--- config.mk ---
export PLATFORM = sky130hd
export DESIGN_NAME = eulq_ctrl
export DESIGN_NICKNAME = d
export VERILOG_FILES = /design/src/design/eulq_pkg.sv /design/src/design/eulq_ctrl.sv
export VERILOG_INCLUDE_DIRS = /design/src /design/src/design
export SDC_FILE = /design/constraint.sdc
export NUM_CORES = 1
export LEC_CHECK = 0
export ABC_CLOCK_PERIOD_IN_PS = 3000
export BUFFER_PORTS_ARGS = -buffer_cell sky130_fd_sc_hd__buf_2
export CORE_MARGIN = 2
export CORE_UTILIZATION = 51
export DETAILED_ROUTE_END_ITERATION = 10
export PLACE_DENSITY = 0.8
export SYNTH_ARGS = -nofsm -noshare
export SYNTH_HDL_FRONTEND = slang
export SYNTH_SLANG_ARGS = --single-unit
--- constraint.sdc ---
create_clock -name clk -period 3 [get_ports clk]
set_clock_uncertainty 0.15 [all_clocks]
set_input_delay 0.45 -clock clk [delete_from_list [all_inputs] [get_ports clk]]
set_output_delay 0.45 -clock clk [all_outputs]
set_load 0.005 [all_outputs]
--- src/design/assert_macros.svh ---
// Shared assertion macros for the pose converter.
`ifndef ASSERT_MACROS_SVH
`define ASSERT_MACROS_SVH

// Property checked at every rising clock edge outside reset.
`define ASSERT_CLK(lbl, clk, rstn, prop, msg) \
    lbl: assert property (@(posedge clk) disable iff (!rstn) prop) else $error(msg);

// Condition that must never be true outside reset.
`define ASSERT_NEVER(lbl, clk, rstn, cond, msg) \
    lbl: assert property (@(posedge clk) disable iff (!rstn) !(cond)) else $error(msg);

`endif

--- src/design/eulq_pkg.sv ---
`default_nettype none
package eulq_pkg;

    localparam int CORDIC_STAGES_DEF = 24;
    localparam int TBL_LEN           = 30;
    // 720 degrees in Q16.16; one turn of the half angle.
    localparam longint MOD_RAW       = 47185920;
    // 46 turns lift any 32 bit angle to a positive value.
    localparam longint BIAS_RAW      = 46 * MOD_RAW;
    localparam longint CORDIC_X0     = 652032874;
    localparam longint Q30_ONE       = 1073741824;
    localparam int RED_STEPS         = 1;
    localparam int FRAC_STEPS        = 1;
    localparam int PROD_STEPS        = 32;
    localparam int IN_W              = 256;
    localparam int OUT_W             = 288;

    // Reciprocal of 45 for a small quotient: ceil(2^20 / 45).
    localparam logic [14:0] RECIP45  = 15'd23302;
    // Inverse of 45 modulo 2^32, used for exact division by 45.
    localparam logic [31:0] INV45    = 32'hA4FA4FA5;

    // Commands from the controller to the datapath.
    typedef struct packed {
        logic       load;
        logic       red_step;
        logic       frac_step;
        logic       cord_init;
        logic       cord_step;
        logic [4:0] iter;
        logic       prod_step;
        logic       emit;
    } cmd_t;

    // Status from the datapath to the controller.
    typedef struct packed {
        logic changed;
        logic out_free;
    } stat_t;

    // CORDIC arc table, 2^32 per turn.
    function automatic logic [31:0] atan_phase(input logic [4:0] idx);
        logic [31:0] v;
        case (idx)
            5'd0:  v = 32'h20000000;
            5'd1:  v = 32'h12E4051D;
            5'd2:  v = 32'h09FB385B;
            5'd3:  v = 32'h051111D4;
            5'd4:  v = 32'h028B0D43;
            5'd5:  v = 32'h0145D7E1;
            5'd6:  v = 32'h00A2F61E;
            5'd7:  v = 32'h00517C55;
            5'd8:  v = 32'h0028BE53;
            5'd9:  v = 32'h00145F2E;
            5'd10: v = 32'h000A2F98;
            5'd11: v = 32'h000517CC;
            5'd12: v = 32'h00028BE6;
            5'd13: v = 32'h000145F3;
            5'd14: v = 32'h0000A2F9;
            5'd15: v = 32'h0000517C;
            5'd16: v = 32'h000028BE;
            5'd17: v = 32'h0000145F;
            5'd18: v = 32'h00000A2F;
            5'd19: v = 32'h00000517;
            5'd20: v = 32'h0000028B;
            5'd21: v = 32'h00000145;
            5'd22: v = 32'h000000A2;
            5'd23: v = 32'h00000051;
            5'd24: v = 32'h00000028;
            5'd25: v = 32'h00000014;
            5'd26: v = 32'h0000000A;
            5'd27: v = 32'h00000005;
            5'd28: v = 32'h00000002;
            5'd29: v = 32'h00000001;
            default: v = 32'h00000000;
        endcase
        return v;
    endfunction

    // Sine selects {third, first, second} for each product term.
    function automatic logic [2:0] term_sel(input logic [2:0] term);
        logic [2:0] v;
        case (term)
            3'd0: v = 3'b000;
            3'd1: v = 3'b111;
            3'd2: v = 3'b100;
            3'd3: v = 3'b011;
            3'd4: v = 3'b010;
            3'd5: v = 3'b101;
            3'd6: v = 3'b001;
            default: v = 3'b110;
        endcase
        return v;
    endfunction

endpackage
`default_nettype wire

--- src/design/eulq_ctrl.sv ---
`default_nettype none
`include "assert_macros.svh"
module eulq_ctrl #(
    parameter int CORDIC_STAGES = eulq_pkg::CORDIC_STAGES_DEF
) (
    input  wire logic          clk,
    input  wire logic          rst_n,
    input  wire logic          s_tvalid,
    output logic               s_tready,
    input  wire eulq_pkg::stat_t st,
    output eulq_pkg::cmd_t     cmd
);
    import eulq_pkg::*;

    localparam logic [2:0] ST_IDLE = 3'd0;
    localparam logic [2:0] ST_RED  = 3'd1;
    localparam logic [2:0] ST_FRAC = 3'd2;
    localparam logic [2:0] ST_CINI = 3'd3;
    localparam logic [2:0] ST_CORD = 3'd4;
    localparam logic [2:0] ST_PROD = 3'd5;
    localparam logic [2:0] ST_EMIT = 3'd6;

    logic [2:0] state_reg, state_next;
    logic [5:0] cnt_reg, cnt_next;
    logic       s_accept;

    assign s_tready = (state_reg == ST_IDLE);
    assign s_accept = s_tvalid && s_tready;

    // Sequencer: one phase per state, the counter walks each phase.
    always_comb
    begin
        state_next    = state_reg;
        cnt_next      = cnt_reg;
        cmd           = '0;
        cmd.iter      = cnt_reg[4:0];
        unique case (state_reg)
            ST_IDLE:
            begin
                if (s_accept)
                begin
                    cmd.load   = 1'b1;
                    cnt_next   = '0;
                    state_next = st.changed ? ST_RED : ST_EMIT;
                end
            end
            ST_RED:
            begin
                cmd.red_step = 1'b1;
                if (cnt_reg == 6'(RED_STEPS - 1))
                begin
                    cnt_next   = '0;
                    state_next = ST_FRAC;
                end
                else
                begin
                    cnt_next = cnt_reg + 6'd1;
                end
            end
            ST_FRAC:
            begin
                cmd.frac_step = 1'b1;
                if (cnt_reg == 6'(FRAC_STEPS - 1))
                begin
                    cnt_next   = '0;
                    state_next = ST_CINI;
                end
                else
                begin
                    cnt_next = cnt_reg + 6'd1;
                end
            end
            ST_CINI:
            begin
                cmd.cord_init = 1'b1;
                state_next    = ST_CORD;
            end
            ST_CORD:
            begin
                cmd.cord_step = 1'b1;
                if (cnt_reg == 6'(CORDIC_STAGES - 1))
                begin
                    cnt_next   = '0;
                    state_next = ST_PROD;
                end
                else
                begin
                    cnt_next = cnt_reg + 6'd1;
                end
            end
            ST_PROD:
            begin
                cmd.prod_step = 1'b1;
                if (cnt_reg == 6'(PROD_STEPS - 1))
                begin
                    cnt_next   = '0;
                    state_next = ST_EMIT;
                end
                else
                begin
                    cnt_next = cnt_reg + 6'd1;
                end
            end
            ST_EMIT:
            begin
                if (st.out_free)
                begin
                    cmd.emit   = 1'b1;
                    state_next = ST_IDLE;
                end
            end
            default:
            begin
                state_next = ST_IDLE;
            end
        endcase
    end

    always_ff @(posedge clk or negedge rst_n)
    begin
        if (!rst_n)
        begin
            state_reg <= ST_IDLE;
            cnt_reg   <= '0;
        end
        else
        begin
            state_reg <= state_next;
            cnt_reg   <= cnt_next;
        end
    end

    `ASSERT_CLK(a_busy_after_accept, clk, rst_n, s_accept |=> (state_reg != ST_IDLE), "accepted transfer did not start work")
    `ASSERT_CLK(a_emit_free, clk, rst_n, cmd.emit |-> st.out_free, "result written over a pending transfer")
    `ASSERT_NEVER(a_frac_count, clk, rst_n, (state_reg == ST_FRAC) && (cnt_reg >= 6'(FRAC_STEPS)), "fraction step count overran")

endmodule
`default_nettype wire

==> results of run 1 <==
cell families (layout without fill, tap and decap cells):
kind of cell,count (synthesis),in the layout,share of synthesized area
flip-flops,9,9,0.300
buffers and inverters,17,29,0.118
AO/OA/AOI/OAI,29,29,0.282
AND/OR/NAND/NOR,28,28,0.232
adder cells (fa/ha/maj),2,2,0.0333
multiplexers,2,2,0.0350
metal layers:
layer | vias to the layer above | global-route usage | share of wire
met3 | 5 | 0.0259 | 0.038
met5 | - | 0 | 0
met2 | 21 | 0.372 | 0.51
met1 | 331 | 0.233 | 0.43
li1 | 349 | - | -
met4 | 0 | 0.131 | 0.026
power by group:
part,switching [mW],internal [mW]
clock,0.0469,0.0515
combinational,0.219,0.257
sequential,0.136,0.169
total,0.403,0.478
timing repair:
item                      in CTS  in global routing
buffers inserted               0                  0
hold endpoints to repair       9                  0
hold buffers                   1                  0
area by class of cell:
type	count	area, sq um
Timing Repair Buffer	19	103
Fill cell	121	502
Tap cell	15	18.8
Inverter	6	22.5
Clock buffer	4	26.3
Sequential cell	9	225
Multi-Input combinational cell	61	437
cells in the mapped netlist (all sizes together), types with 2 or more instances:
master  n
a211oi  2
a21boi  2
a21oi   5
buf     8
clkbuf  3
dfrtp   9
ha      2
inv     6
mux2    2
nand2   4
nand3   3
nor2    5
nor2b   2
nor3    2
nor3b   3
nor4    2
o211ai  2
o21ai   4
o311ai  3
o31ai   3
final timing paths:
| check | slack, ps | from | to |
|---|---|---|---|
| worst max-delay path | 650 | state_reg[1] | state_reg[0] |
| worst min register to register | 450 | cnt_reg[5] | cnt_reg[5] |
| min in group asynchronous | 420 | rst_n | cnt_reg[3] |
| worst min-delay path | 350 | st[0] | state_reg[1] |
| worst max register to register | 650 | state_reg[1] | state_reg[0] |
| max in group asynchronous | 2100 | rst_n | cnt_reg[2] |
per-stage QoR:
step           cell area (sq um)  power (mW)  cells
2_1_floorplan                751       0.669     87
3_3_place_gp                 796       0.762    109
3_5_place_dp                 796       0.782    109
4_1_cts                      832       0.883    114
5_1_grt                      832       0.955    114
6_report                     832       0.880    114
worst reg2reg max path, delay by kind of cell, from the launching register on:
kind             cells  cell delay [ps]
AO/OA/AOI/OAI        1              460
flip-flops           1              660
multiplexers         1              290
AND/OR/NAND/NOR      2              670
==> summary.md, run 1 <==
| Metric | Value |
|---|---|
| Commonest non-fill, non-tap cell in the layout | `buf_2` |
| Worst path cell trace | `nor3b_2 > a21boi_0 > or3_4 > mux2_4` |
| Setup TNS | `0 ps` |
| EDFF count, synth | `0` |
| Worst Setup End Kind | `register` |
| Hold Vio Cnt, Final | `0` |
| Row count | `13` |
| Pre-CTS WS | `686 ps` |
| Vias in the first global route | `634` |
| Syn Inst Count | `between 80 and 90` |
| Clk sink count | `9` |
| Top post-synthesis cells by area | `dfrtp_1 (30%), buf_4 (6.0%), o311ai_0 (3.5%)` |
| H-Tree Depth | `1` |
| Post-synthesis sequential area ratio | `0.300` |
| Hold depth | `4` |
| Hold WS | `348 ps` |
| Top_reg_cell synth | `dfrtp_1` |
| Max cap viols | `0` |
| R2R cell count | `4` |
| Post-synthesis cell area | `751 sq um` |
| Die ar. | `roughly 1800 sq um` |
| Die X | `42.4 um` |
| Synth Area per Inst | `8.63 sq um` |
| Ant diodes | `0` |
| Core region area | `~1300 sq um` |
| Pin count of the biggest net entering global routing | `21` |
| Worst Hold Class | `input pin to register` |
| Max reg flops | `6` |
| Critical Path RT | `3010 ps` |
| Post-route worst setup slack | `roughly 650 ps` |
| First-pass GRT wire length | `2820 um` |
| Fin util | `0.624` |
| #FFs+latches synth | `9` |
| TritonCTS Buffers | `3` |
| Leak pwr | `0.384 nW` |
| Startpoint Class | `register` |
| Max incr delay on CP | `between 600 and 700 ps` |
| Remaining global-route overflow | `0` |
| DRT Pass-1 Iters | `4` |
| Pwr Density | `1060 nW/um^2` |
| DP HPWL | `1240 um` |
| Ys Warns | `0` |
| Yosys top cell by area | `dfrtp_1` |
| # resized after CTS | `0` |
| Outcome | `finished, final reports clean` |
| Tcrit/Tclk final | `0.782` |
| Max-slew headroom | `0.616` |
| RSZ-0062 raised after global routing | `no` |
| Later-pin clock latency in the skew report | `270 ps` |
| Vias/cell | `roughly 6.2` |
| Routed WL | `around 1700 um` |
| CP Class | `register to register` |
| Highest clock rate | `0.426 GHz` |
| Root Buffer | `clkbuf_4` |
| CP max stage cell | `dfrtp_1` |
| Share of cells above drive strength 1 | `0.313` |
| Initial drt markers | `15` |
| Fin. max-slew vios | `0` |
| Least-Margin Pin Slew | `576 ps` |
| Post-DR wirelength/cell | `15.1 um` |
| Port Buffers | `17` |
| Most frequent cells in the layout | `buf_2 (17), dfrtp_1 (9), inv_1 (5), nor2_1 (5), a21oi_1 (5)` |
| Syn nets | `94` |
| Synth cell types | `40` |
| Async set-reset flop share out of synthesis | `1.00` |
| Post-layout minimum cycle time | `around 2300 ps` |
| Io pins | `18` |
| Clock Path Buffers | `2` |
| Peak VDD IR | `619 uV` |
| Nets | `107` |
| Critical-path maximum fanout | `19` |
| Gpl congestion | `0.854` |
| Vias | `706` |
| DRC viols | `0` |
| CP delay by family, top | `simple AND/OR/NAND/NOR gates` |
| Clock-pin slew on the worst setup and hold paths | `70 ps` |
| Area growth, synth to finish | `10.8%` |
| Top-area cell type share of the netlist area | `0.300` |
| Number of cells on the critical path | `4` |
| TritonCTS clock tree | `built` |
| Worst Path Buf+Inv | `0` |
| Setup violations, final | `0` |
| Die Y | `42.4 um` |
| Initial Util | `0.563` |
| Overall Global Routing Usage | `0.210` |
| Worst EP arrival | `2350 ps` |
| Initial antenna violation count | `0` |
| Routed Antenna Nets | `0` |
No activity file was read; power rests on OpenSTA's default activity.
==> inputs of run 2 (changes only) <==
ABC_CLOCK_PERIOD_IN_PS = 2200   (was 3000)
clock period = 2.2 ns   (was 3 ns; I/O delays follow)
==> summary.md, run 2 (same netlist as run 1, synthesis figures left out) <==
| Metric | Value |
|---|---|
| Outcome | `finished, final reports clean (unchanged)` |
| Initial antenna violation count | `0 (unchanged)` |
| Pwr Density | `1450 nW/um^2 (was 1060 nW/um^2)` |
| Fin util | `0.674 (was 0.624)` |
| Max cap viols | `0 (unchanged)` |
| Hold Vio Cnt, Final | `0 (unchanged)` |
| Most frequent cells in the layout | `buf_2 (17), buf_4 (9), dfrtp_1 (8) (was buf_2 (17), dfrtp_1 (9), inv_1 (5), nor2_1 (5), a21oi_1 (5))` |
| Clock-pin slew on the worst setup and hold paths | `60 ps (was 70 ps)` |
| DRC viols | `0 (unchanged)` |
| Pin count of the biggest net entering global routing | `18 (was 21)` |
| Routed WL | `1780 um (was 1720 um)` |
| Nets | `115 (was 107)` |
| Peak VDD IR | `913 uV (was 619 uV)` |
| Remaining global-route overflow | `0 (unchanged)` |
| Post-DR wirelength/cell | `14.6 um (was 15.1 um)` |
| Io pins | `18 (unchanged)` |
| Highest clock rate | `0.464 GHz (was 0.426 GHz)` |
| DRT Pass-1 Iters | `4 (unchanged)` |
| Max reg flops | `6 (unchanged)` |
| Max-slew headroom | `0.747 (was 0.616)` |
| Root Buffer | `clkbuf_4 (unchanged)` |
| Dpl cell area | `848 sq um (was 796 sq um)` |
| Gpl congestion | `0.857 (was 0.854)` |
| Share of cells above drive strength 1 | `0.383 (was 0.313)` |
| Row count | `13 (unchanged)` |
| Startpoint Class | `register (unchanged)` |
| Commonest non-fill, non-tap cell in the layout | `buf_2 (unchanged)` |
| Clock Path Buffers | `2 (unchanged)` |
| Die ar. | `1790 sq um (unchanged)` |
| Initial drt markers | `17 (was 15)` |
| Worst Setup End Kind | `register (unchanged)` |
| Worst Hold Class | `input pin to register (unchanged)` |
| Vias/cell | `6.11 (was 6.19)` |
| Leak pwr | `0.426 nW (was 0.384 nW)` |
| Later-pin clock latency in the skew report | `250 ps (was 270 ps)` |
| Critical Path RT | `2190 ps (was 3010 ps)` |
| Fill cells | `109 (was 121)` |
| TritonCTS clock tree | `built (unchanged)` |
| Worst EP arrival | `2140 ps (was 2350 ps)` |
| Routed Antenna Nets | `0 (unchanged)` |
| Setup TNS | `0 ps (unchanged)` |
| Clk sink count | `9 (unchanged)` |
| Overall Global Routing Usage | `0.208 (was 0.210)` |
| Die X | `42.4 um (unchanged)` |
| Ant diodes | `0 (unchanged)` |
| Die Y | `42.4 um (unchanged)` |
| Setup violations, final | `0 (unchanged)` |
| Critical-path maximum fanout | `6 (was 19)` |
| Total Power | `1.30 mW (was 0.880 mW)` |
| H-Tree Depth | `1 (unchanged)` |
| Tcrit/Tclk final | `0.980 (was 0.782)` |
| Area growth, synth to finish | `19.8% (was 10.8%)` |
| First-pass GRT wire length | `2920 um (was 2820 um)` |
| Post-layout minimum cycle time | `2160 ps (was 2350 ps)` |
| Port Buffers | `17 (unchanged)` |
| TritonCTS Buffers | `3 (unchanged)` |
| Fin. max-slew vios | `0 (unchanged)` |
| CP Class | `register to register (unchanged)` |
| Core region area | `1330 sq um (unchanged)` |
| DP HPWL | `1280 um (was 1240 um)` |
| Vias in the first global route | `703 (was 634)` |
| Initial Util | `0.563 (unchanged)` |
| Vias | `746 (was 706)` |
| Final instance area | `900 sq um (was 832 sq um)` |
| Least-Margin Pin Slew | `377 ps (was 576 ps)` |
==> run 2: cell count changes in the layout (fill, tap and decap cells not counted) <==
cell      previous run  this run
dfrtp_1              9         8
nor4b_2              0         1
dfrtp_2              0         1
buf_4                1         9
o311ai_1             0         1
nor4b_1              1         0
o311ai_0             3         2
==> run 2: layer usage <==
layer,global-route usage,vias up,share of wire
li1,-,358,-
met1,0.269,346,0.45
met2,0.335,38,0.46
met3,0.0302,4,0.072
met4,0.100,0,0.014
met5,0,-,0
==> run 2: worst paths after layout <==
path | from | end | slack (ps) | depth (start not counted)
max reg2reg | cnt_reg[0] | state_reg[0] | 40 | 5
max | cnt_reg[0] | state_reg[0] | 40 | 5
min | st[1] | state_reg[2] | 240 | 3
min reg2reg | cnt_reg[1] | cnt_reg[1] | 430 | 1
min in group asynchronous | rst_n | cnt_reg[3] | 310 | 2
max in group asynchronous | rst_n | cnt_reg[1] | 1400 | 2
==> run 2: through the flow <==
| stage | worst slack (ps) | hold WS (ps) | cells |
|---|---|---|---|
| global route | -10.9 | 261 | 122 |
| finish | 43.0 | 243 | 122 |
| detailed placement | 4.28 | 41.5 | 116 |
| global placement | 113 | 41.1 | 116 |
| CTS | 58.1 | 230 | 121 |
| floorplan | 102 | -116 | 87 |
==> run 2: worst max-delay path: stages (launching register included) <==
cell	delay, ps
dfrtp_1	410
ha_1	250
nand2_2	90
o41a_1	400
or3_4	440
mux2_4	300
==> run 2: layout make-up <==
class / instances / area (sq um) / area share
Clock buffer: 4 / 26.3 / 0.0292
Timing Repair Buffer: 27 / 163 / 0.181
Multi-Input combinational cell: 61 / 443 / 0.492
Sequential cell: 9 / 226 / 0.252
Tap cell: 15 / 18.8 / 0.0209
Inverter: 6 / 22.5 / 0.0250
==> run 2: repair_timing <==
item,in CTS,in global routing
hold buffers,1,0
gates resized for setup,1,2
setup endpoints to repair,1,2
hold endpoints to repair,9,0
setup buffers,0,1
==> run 2: power breakdown <==
part           internal (mW)  switching [mW]
clock network         0.0698          0.0561
registers              0.235          0.0942
logic                  0.432           0.415
